## config.mk

```make
export PLATFORM = sky130hd
export DESIGN_NAME = ir_keyword_tokenizer
export DESIGN_NICKNAME = d
export VERILOG_FILES = /design/src/rtl/irkt_pkg.sv /design/src/rtl/irkt_kw_match.sv /design/src/rtl/ir_keyword_tokenizer.sv
export VERILOG_INCLUDE_DIRS = /design/src /design/src/rtl
export SDC_FILE = /design/constraint.sdc
export NUM_CORES = 1
export LEC_CHECK = 0
export ABC_CLOCK_PERIOD_IN_PS = 8600
export BUFFER_PORTS_ARGS = -buffer_cell sky130_fd_sc_hd__clkbuf_2
export CELL_PAD_IN_SITES_DETAIL_PLACEMENT = 0
export CELL_PAD_IN_SITES_GLOBAL_PLACEMENT = 1
export CORE_ASPECT_RATIO = 1.25
export CORE_MARGIN = 10
export CORE_UTILIZATION = 35
export CTS_CLUSTER_DIAMETER = 200
export DETAILED_ROUTE_END_ITERATION = 12
export GPL_ROUTABILITY_DRIVEN = 0
export PLACE_DENSITY_LB_ADDON = 0.1
export SLEW_MARGIN = 20
export SYNTH_ARGS = -nofsm -noshare
export SYNTH_HDL_FRONTEND = slang
export SYNTH_HIERARCHICAL = 1
export SYNTH_SLANG_ARGS = --single-unit
```

## constraint.sdc

```tcl
create_clock -name clk -period 8.6 [get_ports clk]
set_input_delay 1.29 -clock clk [delete_from_list [all_inputs] [get_ports clk]]
set_output_delay 1.29 -clock clk [all_outputs]
set_load 0.005 [all_outputs]
```

## src/rtl/assert_macros.svh

```systemverilog
// assertion macros used by the tokenizer top level rtl
// expects clk and rst_n in the scope where a macro is used
`ifndef ASSERT_MACROS_SVH
`define ASSERT_MACROS_SVH

// same-cycle implication, checked out of reset
`define ASSERT_IMPLIES(label, ante, cons, msg) \
    label: assert property (@(posedge clk) disable iff (!rst_n) (ante) |-> (cons)) \
        else $error(msg);

// next-cycle implication, checked out of reset
`define ASSERT_NEXT(label, ante, cons, msg) \
    label: assert property (@(posedge clk) disable iff (!rst_n) (ante) |=> (cons)) \
        else $error(msg);

`endif

```

## src/rtl/irkt_pkg.sv

```systemverilog
// shared types, constants and keyword table for the ir keyword tokenizer
// no dependencies
package irkt_pkg;

    localparam int CHAR_W = 8;
    localparam int KIND_W = 7;
    localparam int VALUE_W = 31;
    localparam int POS_W = 5;

    localparam int KEYWORD_COUNT_DEF = 75;
    localparam int MAX_KEYWORD_LENGTH_DEF = 16;

    localparam int KW_TABLE_SIZE = 75;
    localparam int KW_TEXT_BYTES = 16;

    localparam logic [POS_W-1:0] POS_MAX = '1;
    localparam logic [VALUE_W-1:0] VALUE_MAX = '1;

    localparam logic [KIND_W-1:0] KIND_ERROR = 7'd0;
    localparam logic [KIND_W-1:0] KIND_BLOCK_LABEL = 7'd9;
    localparam logic [KIND_W-1:0] KIND_IDENTIFIER = 7'd35;
    localparam logic [KIND_W-1:0] KIND_INTEGER_TYPE = 7'd37;
    localparam logic [KIND_W-1:0] KIND_NUMBER = 7'd65;

    typedef enum logic [1:0] {
        INT_NONE,
        INT_I_SEEN,
        INT_DIGITS
    } int_state_t;

    typedef logic [8*KW_TEXT_BYTES-1:0] kw_text_t;

    typedef struct packed {
        logic [KIND_W-1:0] kind;
        kw_text_t          text;
    } kw_entry_t;

    // one byte beat as seen by the keyword matcher
    typedef struct packed {
        logic              advance;
        logic              last;
        logic [CHAR_W-1:0] code;
        logic [POS_W-1:0]  pos;
    } irkt_step_t;

    // text is right-justified, first character in the highest used byte
    function automatic kw_entry_t kw_entry(input int k);
        kw_entry_t e;
        case (k)
            0:  e = '{7'd1,  "add"};
            1:  e = '{7'd2,  "aggr"};
            2:  e = '{7'd3,  "align"};
            3:  e = '{7'd4,  "alloca"};
            4:  e = '{7'd5,  "and"};
            5:  e = '{7'd6,  "ashr"};
            6:  e = '{7'd7,  "bigendian"};
            7:  e = '{7'd8,  "bitcast"};
            8:  e = '{7'd10, "br"};
            9:  e = '{7'd11, "call"};
            10: e = '{7'd12, "]"};
            11: e = '{7'd13, "}"};
            12: e = '{7'd14, ")"};
            13: e = '{7'd15, ","};
            14: e = '{7'd16, "declare"};
            15: e = '{7'd17, "define"};
            16: e = '{7'd18, "..."};
            17: e = '{7'd19, "double"};
            18: e = '{7'd20, "="};
            19: e = '{7'd21, "fadd"};
            20: e = '{7'd22, "false"};
            21: e = '{7'd23, "fcmp"};
            22: e = '{7'd24, "fdiv"};
            23: e = '{7'd25, "float"};
            24: e = '{7'd26, "fmul"};
            25: e = '{7'd27, "fpext"};
            26: e = '{7'd28, "fptoui"};
            27: e = '{7'd29, "free"};
            28: e = '{7'd30, "frem"};
            29: e = '{7'd31, "fsub"};
            30: e = '{7'd32, "getelementptr"};
            31: e = '{7'd33, "global"};
            32: e = '{7'd34, "icmp"};
            33: e = '{7'd36, "inbounds"};
            34: e = '{7'd38, "inttoptr"};
            35: e = '{7'd39, "littleendian"};
            36: e = '{7'd40, "label"};
            37: e = '{7'd41, "load"};
            38: e = '{7'd42, "lshr"};
            39: e = '{7'd43, "malloc"};
            40: e = '{7'd44, "mul"};
            41: e = '{7'd45, "null"};
            42: e = '{7'd46, "nsw"};
            43: e = '{7'd47, "{"};
            44: e = '{7'd48, "["};
            45: e = '{7'd49, "("};
            46: e = '{7'd50, "or"};
            47: e = '{7'd51, "phi"};
            48: e = '{7'd52, "*"};
            49: e = '{7'd53, "ptrtoint"};
            50: e = '{7'd54, "ret"};
            51: e = '{7'd55, "sdiv"};
            52: e = '{7'd56, "select"};
            53: e = '{7'd57, "sext"};
            54: e = '{7'd58, "sle"};
            55: e = '{7'd59, "slt"};
            56: e = '{7'd60, "shl"};
            57: e = '{7'd61, "srem"};
            58: e = '{7'd62, "stack"};
            59: e = '{7'd63, "store"};
            60: e = '{7'd64, "sub"};
            61: e = '{7'd66, "to"};
            62: e = '{7'd67, "trunc"};
            63: e = '{7'd68, "true"};
            64: e = '{7'd69, "typ"};
            65: e = '{7'd70, "udiv"};
            66: e = '{7'd71, "undef"};
            67: e = '{7'd72, "unreachable"};
            68: e = '{7'd73, "urem"};
            69: e = '{7'd74, "val"};
            70: e = '{7'd75, "void"};
            71: e = '{7'd76, "x"};
            72: e = '{7'd77, "xor"};
            73: e = '{7'd78, "zeroinitializer"};
            74: e = '{7'd79, "zext"};
            default: e = '0;
        endcase
        return e;
    endfunction

    function automatic int kw_len(input kw_text_t t);
        int n;
        n = 0;
        for (int i = 0; i < KW_TEXT_BYTES; i++)
        begin
            if (t[8*i +: 8] != 8'h00)
                n = i + 1;
        end
        return n;
    endfunction

    function automatic logic [CHAR_W-1:0] kw_char(input kw_text_t t, input int len,
                                                 input int j);
        return t[8*(len-1-j) +: 8];
    endfunction

endpackage

```

## src/rtl/irkt_kw_match.sv

```systemverilog
// keyword matcher: one live bit per keyword, pruned by each byte beat and set again on a word's last beat
// depends on irkt_pkg
module irkt_kw_match
    import irkt_pkg::*;
#(
    parameter int KEYWORD_COUNT = KEYWORD_COUNT_DEF,
    parameter int MAX_KEYWORD_LENGTH = MAX_KEYWORD_LENGTH_DEF
)
(
    input  logic              clk,
    input  logic              rst_n,
    input  irkt_step_t        step,
    output logic [KIND_W-1:0] match_kind
);

    localparam logic [POS_W-1:0] POS_LIMIT = POS_W'(MAX_KEYWORD_LENGTH);

    logic [KEYWORD_COUNT-1:0] alive_reg;
    logic [KEYWORD_COUNT-1:0] alive_next;
    logic [KEYWORD_COUNT-1:0] complete;
    logic [KIND_W-1:0]        kind_term [KEYWORD_COUNT];
    logic                     pos_ok;

    assign pos_ok = step.pos < POS_LIMIT;

    for (genvar k = 0; k < KEYWORD_COUNT; k++)
    begin : g_kw
        if (k < KW_TABLE_SIZE)
        begin : g_entry
            localparam kw_entry_t ENTRY = kw_entry(k);
            localparam int LEN = kw_len(ENTRY.text);

            logic [KW_TEXT_BYTES-1:0] char_hit;

            for (genvar j = 0; j < KW_TEXT_BYTES; j++)
            begin : g_pos
                if (j < LEN)
                begin : g_cmp
                    localparam logic [CHAR_W-1:0] CH = kw_char(ENTRY.text, LEN, j);
                    assign char_hit[j] = (step.pos == POS_W'(j)) && (step.code == CH);
                end
                else
                begin : g_none
                    assign char_hit[j] = 1'b0;
                end
            end

            assign alive_next[k] = alive_reg[k] && pos_ok && (|char_hit);
            assign complete[k]   = alive_next[k] && (step.pos == POS_W'(LEN - 1));
            assign kind_term[k]  = complete[k] ? ENTRY.kind : KIND_ERROR;
        end
        else
        begin : g_unused
            assign alive_next[k] = 1'b0;
            assign complete[k]   = 1'b0;
            assign kind_term[k]  = KIND_ERROR;
        end
    end

    // keywords are distinct, so at most one completes
    always_comb
    begin
        match_kind = KIND_ERROR;
        for (int k = 0; k < KEYWORD_COUNT; k++)
        begin
            match_kind = match_kind | kind_term[k];
        end
    end

    always_ff @(posedge clk or negedge rst_n)
    begin
        if (!rst_n)
        begin
            alive_reg <= '1;
        end
        else if (step.advance)
        begin
            alive_reg <= step.last ? '1 : alive_next;
        end
    end

endmodule

```

## src/rtl/ir_keyword_tokenizer.sv

```systemverilog
// top level of the ir keyword tokenizer: class flags, token decision, result register
// depends on irkt_pkg, irkt_kw_match and assert_macros.svh
//
// One byte of a word is taken per cycle and the token for a word appears in the
// token register the cycle after its last byte is taken, so a stream of words
// runs at one byte per clock. The byte input stalls only while a finished token
// is held and the token side is stalling. Each beat compares the byte with every
// keyword's character at the current position and prunes the live mask, so the
// path per cycle is one byte compare per keyword, an or of the completing kinds
// and the number accumulate (times ten plus digit, with saturation).
`include "assert_macros.svh"

module ir_keyword_tokenizer
    import irkt_pkg::*;
#(
    parameter int KEYWORD_COUNT = KEYWORD_COUNT_DEF,
    parameter int MAX_KEYWORD_LENGTH = MAX_KEYWORD_LENGTH_DEF
)
(
    input  logic               clk,
    input  logic               rst_n,
    input  logic               item_valid,
    output logic               item_stall,
    input  logic [CHAR_W-1:0]  char_code,
    input  logic               word_end,
    output logic               token_valid,
    input  logic               token_stall,
    output logic [KIND_W-1:0]  token_kind,
    output logic [VALUE_W-1:0] token_value
);

    logic                accept;
    irkt_step_t          step;
    logic [KIND_W-1:0]   match_kind;

    logic [POS_W-1:0]    pos_reg, pos_next;
    logic [CHAR_W-1:0]   first_reg, first_next;
    logic                all_digits_reg, all_digits_next;
    logic                all_letters_reg, all_letters_next;
    int_state_t          int_reg, int_next;
    logic [VALUE_W-1:0]  number_reg, number_next;

    logic                digit;
    logic                letter;
    logic [VALUE_W+3:0]  number_sum;

    logic                token_valid_reg;
    logic [KIND_W-1:0]   token_kind_reg, token_kind_next;
    logic [VALUE_W-1:0]  token_value_reg, token_value_next;

    assign item_stall = token_valid_reg && token_stall;
    assign accept     = item_valid && !item_stall;

    assign step.advance = accept;
    assign step.last    = word_end;
    assign step.code    = char_code;
    assign step.pos     = pos_reg;

    irkt_kw_match #(
        .KEYWORD_COUNT      (KEYWORD_COUNT),
        .MAX_KEYWORD_LENGTH (MAX_KEYWORD_LENGTH)
    ) u_kw_match (
        .clk        (clk),
        .rst_n      (rst_n),
        .step       (step),
        .match_kind (match_kind)
    );

    always_comb
    begin
        digit  = (char_code >= "0") && (char_code <= "9");
        letter = ((char_code >= "a") && (char_code <= "z")) ||
                 ((char_code >= "A") && (char_code <= "Z"));

        pos_next   = (pos_reg < POS_MAX) ? pos_reg + POS_W'(1) : pos_reg;
        first_next = (pos_reg == '0) ? char_code : first_reg;

        if (pos_reg == '0)
            int_next = (char_code == "i") ? INT_I_SEEN : INT_NONE;
        else
            int_next = ((int_reg != INT_NONE) && digit) ? INT_DIGITS : INT_NONE;

        all_digits_next  = all_digits_reg && digit;
        all_letters_next = all_letters_reg && letter;

        // value times ten plus digit, saturating
        number_sum = {1'b0, number_reg, 3'b000} + {3'b000, number_reg, 1'b0}
                   + {(VALUE_W + 0)'(0), char_code[3:0]};
        if (!digit)
            number_next = number_reg;
        else if (number_sum > {4'b0000, VALUE_MAX})
            number_next = VALUE_MAX;
        else
            number_next = number_sum[VALUE_W-1:0];

        token_value_next = '0;
        if (match_kind != KIND_ERROR)
            token_kind_next = match_kind;
        else if ((first_next == "%") || (first_next == "@") || (first_next == "#"))
            token_kind_next = KIND_IDENTIFIER;
        else if (all_digits_next)
        begin
            token_kind_next  = KIND_NUMBER;
            token_value_next = number_next;
        end
        else if (int_next == INT_DIGITS)
        begin
            token_kind_next  = KIND_INTEGER_TYPE;
            token_value_next = number_next;
        end
        else if (all_letters_reg && (char_code == ":"))
            token_kind_next = KIND_BLOCK_LABEL;
        else
            token_kind_next = KIND_ERROR;
    end

    always_ff @(posedge clk or negedge rst_n)
    begin
        if (!rst_n)
        begin
            pos_reg         <= '0;
            first_reg       <= '0;
            all_digits_reg  <= 1'b1;
            all_letters_reg <= 1'b1;
            int_reg         <= INT_NONE;
            number_reg      <= '0;
        end
        else if (accept)
        begin
            if (word_end)
            begin
                pos_reg         <= '0;
                first_reg       <= '0;
                all_digits_reg  <= 1'b1;
                all_letters_reg <= 1'b1;
                int_reg         <= INT_NONE;
                number_reg      <= '0;
            end
            else
            begin
                pos_reg         <= pos_next;
                first_reg       <= first_next;
                all_digits_reg  <= all_digits_next;
                all_letters_reg <= all_letters_next;
                int_reg         <= int_next;
                number_reg      <= number_next;
            end
        end
    end

    always_ff @(posedge clk or negedge rst_n)
    begin
        if (!rst_n)
        begin
            token_valid_reg <= 1'b0;
        end
        else if (accept && word_end)
        begin
            token_valid_reg <= 1'b1;
        end
        else if (!token_stall)
        begin
            token_valid_reg <= 1'b0;
        end
    end

    always_ff @(posedge clk)
    begin
        if (accept && word_end)
        begin
            token_kind_reg  <= token_kind_next;
            token_value_reg <= token_value_next;
        end
    end

    assign token_valid = token_valid_reg;
    assign token_kind  = token_kind_reg;
    assign token_value = token_value_reg;

    `ASSERT_NEXT(a_token_after_end, accept && word_end, token_valid_reg,
                 "no token after last beat")
    `ASSERT_NEXT(a_word_state_cleared, accept && word_end,
                 (pos_reg == '0) && all_digits_reg && all_letters_reg,
                 "word state not cleared")
    `ASSERT_NEXT(a_pos_advances, accept && !word_end, pos_reg != '0,
                 "position did not advance")
    `ASSERT_IMPLIES(a_value_only_numeric,
                    token_valid_reg && (token_kind_reg != KIND_NUMBER)
                        && (token_kind_reg != KIND_INTEGER_TYPE),
                    token_value_reg == '0, "value on non-numeric token")

endmodule

```

# Yosys cells after proc, flatten, opt, wreduce, memory -nomap -nowiden
# Index checks and enable logic that the tools add are counted.
# Widths: inputs -> output; s select.
[totals]
ff_bits = 162
output_inout_bits = 40
[classes]
bitwise = 74
reduce_logical = 447
n_addsub = 3
magnitude_cmp = 9
eq_ne = 54
n_mux = 98
[ops]
columns = ["op", "n"]
rows = [
  ["$or 7x7->7", 74],
  ["$logic_and 1x1->1", 372],
  ["$eq 8x7->1 const B", 29],
  ["$mux 6", 31],
  ["$mux 31", 5],
  ["$mux 7", 18],
  ["$mux 5", 18],
  ["$reduce_or 4->1", 22],
  ["$mux 75", 1],
  ["$eq 8x6->1 const B", 9],
  ["$reduce_or 5->1", 9],
  ["$reduce_or 3->1", 14],
  ["$reduce_or 6->1", 7],
  ["$add 34x32->35", 1],
  ["$add 35x4->35", 1],
  ["$eq 5x4->1 const B", 7],
  ["$gt 35x31->1 const B", 1],
  ["$mux 4", 8],
  ["$reduce_or 8->1", 3],
  ["$eq 5x3->1 const B", 4],
  ["$ge 8x7->1 const B", 2],
  ["$le 8x7->1 const B", 2],
  ["$mux 8", 2],
  ["$reduce_or 15->1", 1],
  ["other kinds (23)", 44],
]

# Depth between registers and ports, before layout
# Gate-level depths: netlist of the first run.
[logic_depth]
ltp_word = 82
ltp_mapped = 18
depth_no_buf = 13

# Cells and area by module
# Netlist of the first run, hierarchy kept.
[by_module_without_submodules]
columns = ["mod", "instances", "cells_per_inst", "area_each_um2"]
rows = [
  ["irkt_kw_match", 1, 883, 6740.2],
  ["ir_keyword_tokenizer", 1, 611, 5846.9],
]

# Worst setup path after synthesis of the first run
# No wires, ideal clock.
[synth_timing]
path_kind = "input to register"
from = "in char_code[2]"
to = "reg token_value_reg[14], in the netlist token_value[14], data pin"
arrival_ns = 4.379
slack_ns = 4.075
t_required_ns = 8.454
stages = 16
path_buffers = 3
path_cell_list = "buf_2 -> and2_1 -> buf_2 -> nand4_2 -> o31ai_2 -> o311a_1 -> or3_4 -> nor2b_1 -> nand3_1 -> or4_1 -> nor4_1 -> nand2_1 -> and2b_4 -> nand2_2 -> buf_4 -> a21oi_1"
[synth_between]
word_cells_on_any_way = 558
cone_classes = "add/sub (1); order compare (3); eq/ne (38); mux (83); bitwise (74); reduce/logical (359)"
[synth_lines]
columns = ["item", "line", "text"]
rows = [
  ["start, declared", "ir_keyword_tokenizer.sv:24", "input logic [CHAR_W-1:0] char_code,"],
  ["$eq 8x7->1", "irkt_kw_match.sv:40", "assign char_hit[j] = (step.pos == POS_W'(j)) && (step.code == CH);"],
  ["$logic_and 1x1->1", "irkt_kw_match.sv:40", ""],
  ["$reduce_or 7->1", "irkt_kw_match.sv:48", "assign alive_next[k] = alive_reg[k] && pos_ok && (|char_hit);"],
  ["$logic_and 1x1->1", "irkt_kw_match.sv:48", ""],
  ["$logic_and 1x1->1", "irkt_kw_match.sv:49", "assign complete[k] = alive_next[k] && (step.pos == POS_W'(LEN - 1));"],
  ["$mux 5", "irkt_kw_match.sv:50", "assign kind_term[k] = complete[k] ? ENTRY.kind : KIND_ERROR;"],
  ["$or 7x7->7 (45 in a row)", "irkt_kw_match.sv:66", "match_kind = match_kind | kind_term[k];"],
  ["$or 7x7->7 * (16 in a row)", "irkt_kw_match.sv:66", ""],
  ["named net match_kind[4]", "ir_keyword_tokenizer.sv:34", "logic [KIND_W-1:0] match_kind;"],
  ["$reduce_bool 7->1 *", "ir_keyword_tokenizer.sv:97", "if (match_kind != KIND_ERROR)"],
  ["$reduce_or 2->1 (no source line) *", "-", ""],
  ["end signal, assigned", "ir_keyword_tokenizer.sv:172", "token_value_reg <= token_value_next;"],
  ["end, declared", "ir_keyword_tokenizer.sv:49", "logic [VALUE_W-1:0] token_value_reg, token_value_next;"],
]
# The timed path passes the listed nets; every way through them passes the cells marked *.
# A chain may end at the register's enable or synchronous reset.

# Worst setup path after layout of the first run
[layout_timing]
from = "in char_code[4]"
to = "reg token_value_reg[0], in the netlist token_value[0], data pin"
[layout_between]
elab_chain_cells = 82
word_cells_on_any_way = 555
cone_classes = "order compare (2); eq/ne (38); mux (82); bitwise (74); reduce/logical (359)"
[layout_rtl]
columns = ["item", "line"]
rows = [
  ["$eq 8x7->1", "irkt_kw_match.sv:40"],
  ["$logic_and 1x1->1", "irkt_kw_match.sv:40"],
  ["$reduce_or 4->1", "irkt_kw_match.sv:48"],
  ["$logic_and 1x1->1", "irkt_kw_match.sv:48"],
  ["$logic_and 1x1->1", "irkt_kw_match.sv:49"],
  ["$mux 2", "irkt_kw_match.sv:50"],
  ["$or 7x7->7 (73 in a row)", "irkt_kw_match.sv:66"],
  ["$or 7x7->7 *", "irkt_kw_match.sv:66"],
  ["named net match_kind[1]", "ir_keyword_tokenizer.sv:34"],
  ["$reduce_bool 7->1 *", "ir_keyword_tokenizer.sv:97"],
  ["$reduce_or 2->1 (no source line) *", "-"],
]
# Marked as above.

==> results of run 1 <==
==> area by class of cell <==
class                           count  area, um^2
Fill cell                        3757       21700
Multi-Input combinational cell   1178        7540
Sequential cell                   162        4340
Tap cell                          474         593
Timing Repair Buffer               79         473
Clock buffer                       18         429
Inverter                           47         176
Clock inverter                     14         168
==> synth_stat cells, types with 10 or more instances <==
| master | n |
|---|---|
| a211oi_1 | 12 |
| a21oi_1 | 110 |
| a31oi_1 | 61 |
| a41oi_1 | 10 |
| and3_1 | 12 |
| buf_2 | 42 |
| buf_4 | 10 |
| clkbuf_1 | 42 |
| dfrtp_1 | 47 |
| dfstp_2 | 77 |
| edfxtp_1 | 38 |
| ha_1 | 63 |
| inv_1 | 46 |
| nand2_1 | 182 |
| nand2b_1 | 18 |
| nand3_1 | 46 |
| nand4_1 | 50 |
| nor2_1 | 81 |
| nor2b_1 | 12 |
| nor3_1 | 36 |
| nor4_1 | 30 |
| nor4b_1 | 12 |
| o211ai_1 | 13 |
| o21ai_0 | 117 |
| o21ai_1 | 12 |
| o22ai_1 | 11 |
| o31ai_1 | 13 |
| o41ai_1 | 10 |
| or3_1 | 10 |
| xnor2_1 | 14 |
| xor2_1 | 19 |
==> kinds of logic after synthesis <==
family	after synthesis	synth area share, %
AO/OA/AOI/OAI	482	24.7
flip-flops	162	34.5
adder cells (fa/ha/maj)	65	6.58
AND/OR/NAND/NOR	589	25.5
multiplexers	9	0.736
buffers and inverters	154	5.67
XOR/XNOR	33	2.30
==> power groups by stage <==
stage	combinational, W	clock, W	sequential, W
final	0.000495	0.000812	0.000948
after global routing	0.000536	0.000866	0.000956
after CTS	0.000485	0.000834	0.000947
after detailed placement	0.000483	0	0.000959
after global placement	0.000489	0	0.000960
after floorplan	0.000327	0	0.000940
==> routing by layer <==
metal,global-route usage [%],wire length (um),up-vias
met5,0,0,-
met4,16.1,3930,0
met3,5.38,4440,246
met2,41.0,25800,749
met1,28.6,20800,6158
li1,-,-,5676
==> path summary, 6_finish.rpt <==
check                      slack [ns]                                   end                                 start
max in group asynchronous        6.47            number_reg[29]$_DFFE_PN0P_                                 rst_n
setup / recovery                 2.41          token_value[0]$_SDFFCE_PP0P_                          char_code[4]
hold / removal                   0.46  u_kw_match/alive_reg[41]$_DFFE_PN1P_  u_kw_match/alive_reg[41]$_DFFE_PN1P_
setup reg to reg                 2.95          token_value[0]$_SDFFCE_PP0P_                pos_reg[1]$_DFFE_PN0P_
min in group asynchronous        0.84                pos_reg[3]$_DFFE_PN0P_                                 rst_n
hold reg to reg                  0.46  u_kw_match/alive_reg[41]$_DFFE_PN1P_  u_kw_match/alive_reg[41]$_DFFE_PN1P_
==> cell usage in the layout (no fill, tap or decap), types with 13 or more instances in the layout <==
master,synthesis,routed
a21oi_1,110,110
a31oi_1,61,61
buf_4,10,26
clkbuf_16,0,17
clkbuf_2,0,51
dfrtp_1,47,47
dfstp_2,77,77
edfxtp_1,38,38
ha_1,63,63
inv_1,46,44
nand2_1,182,182
nand2b_1,18,18
nand3_1,46,46
nand4_1,50,50
nor2_1,81,79
nor3_1,36,36
nor4_1,30,30
o211ai_1,13,13
o21ai_0,117,117
o31ai_1,13,13
xnor2_1,14,14
xor2_1,19,19
==> through the flow <==
step	total power [W]	setup WS, ns	area (um^2)	hold slack (ns)	instances
global route	0.00236	2.23	13700	0.480	1972
detailed placement	0.00144	2.32	13100	0.450	1939
finish	0.00226	2.41	13700	0.461	1972
global placement	0.00145	2.31	13100	0.450	1938
CTS	0.00227	2.79	13700	0.462	1971
floorplan	0.00127	4.08	12600	0.439	1494
==> critical path: cells and delay by family <==
family                 cells  cell delay (ns)
buffers and inverters      1             0.26
AND/OR/NAND/NOR           10             3.50
AO/OA/AOI/OAI              3             1.39
==> flow_metrics.tcl, run 1 <==
set metrics [dict create \
    drv_slew 0 \
    syn_area_per_cell_um2 8.43 \
    worst_pin_slew_ns 1.16 \
    async_flop_share_pct 76.5 \
    power.leakage_nw 5.57 \
    hold_violations 0 \
    fin_crit_ns 6.19 \
    status "complete, no violations" \
    crit_fanout 31 \
    grt_pass1_vias 12900 \
    seq_power_share_pct 42.0 \
    swShare_pct 34.6 \
    worstPathRequired_ns 8.90 \
    synth_top_area_share_pct 16.1 \
    max_freq_mhz 161 \
    maxSlewHeadroom_pct 22.8 \
    timing.reg2reg.worst_path_depth 13 \
    numCtsBuffers 17 \
    combPwrFrac_pct 22.0 \
    start_util_pct 35.5 \
    tns_ns 0 \
    cts_setup_buffers 0 \
    rsz0062_at_grt "false" \
    internal_power_w 0.00147 \
    largest_reg_flops 75 \
    grt_pass1_wl_um 83300 \
    grt_use_total_pct 24.8 \
    synth_area_leader_cell "dfstp_2" \
    path_cells "clkbuf_2 > nand4bb_1 > nor3_1 > nand2_1 > nand2_1 > o41ai_1 > o22ai_1 > nor4b_1 > nand3_1 > nor3_1 > nand2_1 > and2b_4 > nand2_2 > a21oi_1" \
    routed_via_density 6.51 \
    drc_errors 0 \
    hpwl_um 39500 \
    cp.arrival_ns 6.50 \
    synthToLayoutAreaGrowth_pct 9.03 \
    synth.yosys.seq_area_share_pct 34.5 \
    worstSkewPairLatency_ns 0.48 \
    ys_warn_count 6 \
    path_common_cell "nand2_1" \
    p_switching_w 0.000780 \
    ir_drop_mv 0.126 \
    ctsResizeCount 0 \
    antenna_found_initial 1 \
    vias 12800 \
    syn_area_um2 12600 \
    cp_slowest_cell "o41ai_1" \
    synth_flop_cell "dfstp_2" \
    clock-skew-final_ns 0.0195 \
    synth_cells 1494 \
    insertedDiodeCount 0 \
    synth-edff-count 38 \
    cts_max_level 4 \
    cp-start-kind "input port" \
    syn_nets 1572 \
    hold_path_class "flop to flop" \
    slowest_delay_ns 0.90 \
    place.port_buffers 52 \
    pwr-share-clk_pct 36.0 \
    setup_violations 0 \
    min_path_cells 2 \
    wirelength_um 55000 \
    first_pass_iters 6 \
    synth-seq-cells 162 \
    synth_cell_types 105 \
    drive_gt1_share_pct 16.0 \
    finalCritPeriodShare_pct 72.0 \
    pwr_density_cell_nw_per_um2 164 \
    clk_pin_slew_ns 0.07 \
    grt_start_max_net_pins 70 \
    clockBufferDepth 2 \
    overflow 0 \
    die_y_um 232 \
    critPathKind "input port to flop" \
    root_buffer "clkbuf_16" \
    ctsHoldBuffers 0 \
    cts.sinks 162 \
    finalNetCount 1563 \
    route.antenna.remaining_nets 0 \
    synthTopCellsByArea "dfstp_2 16%, dfrtp_1 9.3%, edfxtp_1 9.1%" \
    core_area_um2 35500 \
    fp-row-count 77 \
    die_w_um 190 \
    drtIter0Drc 1699 \
    die-area_um2 44000 \
    timing.max_cap.violations 0 \
    utilization_pct 38.7 \
    routedWlPerCell_um 27.9 \
    cp-end-kind "flop" \
    tritoncts "built" \
    io_pins 53 \
]
(Power assumes the default switching activity.)
==> inputs of run 2 (changes only) <==
--- a/config.mk
+++ b/config.mk
@@ -6,7 +6,7 @@
 export SDC_FILE = /design/constraint.sdc
 export NUM_CORES = 1
 export LEC_CHECK = 0
-export ABC_CLOCK_PERIOD_IN_PS = 8600
+export ABC_CLOCK_PERIOD_IN_PS = 5600
 export BUFFER_PORTS_ARGS = -buffer_cell sky130_fd_sc_hd__clkbuf_2
 export CELL_PAD_IN_SITES_DETAIL_PLACEMENT = 0
 export CELL_PAD_IN_SITES_GLOBAL_PLACEMENT = 1
==> constraint.sdc (replaced) <==
create_clock -name clk -period 5.6 [get_ports clk]
set_input_delay 0.84 -clock clk [delete_from_list [all_inputs] [get_ports clk]]
set_output_delay 0.84 -clock clk [all_outputs]
set_load 0.005 [all_outputs]
==> run 2 against run 1 <==
Compared with the run above:
- wire length rose by 5.4%
- clock power grew 45%
- combinational power up 61%
- critical endpoint unchanged
- clock skew down 0.0021 ns
- utilization is 1.0 points higher
- largest power group unchanged
- worst hold slack worse by 0.036 ns
- die area unchanged
- count of clock-buffer cells in the layout increased by 1
- register-to-register slack lost 2.6 ns
- sequential share of layout area decreased by 0.83 points
==> flow_metrics.tcl, run 2 (same netlist as run 1, synthesis figures left out) <==
set metrics [dict create \
    power.leakage_nw 5.80 \
    hpwl_um 42200 \
    place.port_buffers 52 \
    rsz0062_at_grt "false" \
    die_y_um 232 \
    cts.sinks 162 \
    drc_errors 0 \
    wirelength_um 58000 \
    maxSlewHeadroom_pct 16.7 \
    critPathTopFamily "simple AND/OR/NAND/NOR gates" \
    finalNetCount 1610 \
    root_buffer "clkbuf_16" \
    largest_reg_flops 75 \
    core_area_um2 35500 \
    worstPathRequired_ns 5.82 \
    fp-row-count 77 \
    ctsHoldBuffers 0 \
    drive_gt1_share_pct 18.7 \
    slowest_delay_ns 1.06 \
    routedWlPerCell_um 28.7 \
    io_pins 53 \
    clock-skew-final_ns 0.0173 \
    cts_setup_buffers 0 \
    clk_pin_slew_ns 0.08 \
    grt_pass1_vias 12700 \
    worstSkewPairLatency_ns 0.48 \
    cp.arrival_ns 5.51 \
    grt_use_total_pct 26.1 \
    tritoncts "built" \
    cp_slowest_cell "nor4_2" \
    synthToLayoutAreaGrowth_pct 12.0 \
    clockBufferDepth 2 \
    drtIter0Drc 1404 \
    antenna_found_initial 2 \
    path_cells "nor4_2 > nand4_1 > a31oi_1 > a31oi_1 > and4_1 > and4_1 > nand2_1 > nor4_1 > nand2_1 > and2b_4 > nand2_2 > buf_12 > a21oi_1" \
    status "complete, no violations" \
    pwr_density_cell_nw_per_um2 245 \
    finalCritPeriodShare_pct 94.5 \
    overflow 0 \
    mostFrequentLayoutCells "182 x nand2_1, 117 x o21ai_0, 110 x a21oi_1, 80 x nor2_1, 77 x dfstp_2" \
    critPathKind "flop to flop" \
    worst_pin_slew_ns 1.24 \
    numCtsBuffers 17 \
    route.antenna.remaining_nets 0 \
    setup_violations 0 \
    ir_drop_mv 0.206 \
    grt_pass1_wl_um 86000 \
    die_w_um 190 \
    vias 13000 \
    crit_fanout 31 \
    finalPower_w 0.00345 \
    fin_crit_ns 5.29 \
    die-area_um2 44000 \
    hold_path_class "input port to asynchronous set/reset pin" \
    cp-end-kind "flop" \
    final_common_cell "nand2_1" \
    drv_slew 0 \
    start_util_pct 35.5 \
    routed_via_density 6.43 \
    first_pass_iters 7 \
    insertedDiodeCount 0 \
    cts_max_level 4 \
    cp-start-kind "flop" \
    tns_ns 0 \
    crit_buf_inv 1 \
    max_freq_mhz 189 \
    grt_start_max_net_pins 74 \
    ctsResizeCount 0 \
    hold_violations 0 \
    timing.max_cap.violations 0 \
]
## run 2: final cells by class
cell class	count	area (um^2)
sequential	162	4340
clock buffer	19	453
tap	474	593
fill	3741	21400
multi-input combinational	1178	7550
timing repair buffer	126	860
inverter	47	176
clock inverter	13	118
## run 2: stage by stage
stage                     cells  util, %  area, um^2  setup slack [ns]  hold slack [ns]
after CTS                  2019     39.7       14100             0.619            0.446
after detailed placement   1987     38.1       13500             0.375            0.451
after global placement     1987     38.1       13500             0.344            0.450
final                      2019     39.8       14100             0.308            0.425
after global routing       2019     39.8       14100            0.0712            0.463
after floorplan            1494        -       12600              1.53            0.439
## run 2: report_power, final
group / switching (W) / total [W] / internal, W
sequential: 0.0000934 / 0.00147 / 0.00137
combinational: 0.000554 / 0.000796 / 0.000243
clock: 0.000577 / 0.00118 / 0.000608
total: 0.00122 / 0.00345 / 0.00222
## run 2: layer usage
metal / up-vias / GRT usage (%) / wire length, um
met5: - / 0 / 13
met4: 2 / 16.0 / 4050
met3: 236 / 5.47 / 4110
met2: 709 / 44.4 / 28100
met1: 6267 / 29.4 / 21700
li1: 5768 / - / -
## run 2: worst paths after layout
| path | startpoint | end | slack [ns] | cells after the start |
|---|---|---|---|---|
| min in group clk | u_kw_match/alive_reg[6]$_DFFE_PN1P_ | u_kw_match/alive_reg[6]$_DFFE_PN1P_ | 0.46 | 2 |
| worst min-delay path | rst_n | pos_reg[1]$_DFFE_PN0P_ | 0.43 | 1 |
| worst max register to register | pos_reg[3]$_DFFE_PN0P_ | token_value[0]$_SDFFCE_PP0P_ | 0.31 | 13 |
| worst max-delay path | pos_reg[3]$_DFFE_PN0P_ | token_value[0]$_SDFFCE_PP0P_ | 0.31 | 13 |
| max in group asynchronous | rst_n | number_reg[25]$_DFFE_PN0P_ | 4.01 | 2 |
| worst min register to register | u_kw_match/alive_reg[6]$_DFFE_PN1P_ | u_kw_match/alive_reg[6]$_DFFE_PN1P_ | 0.46 | 2 |
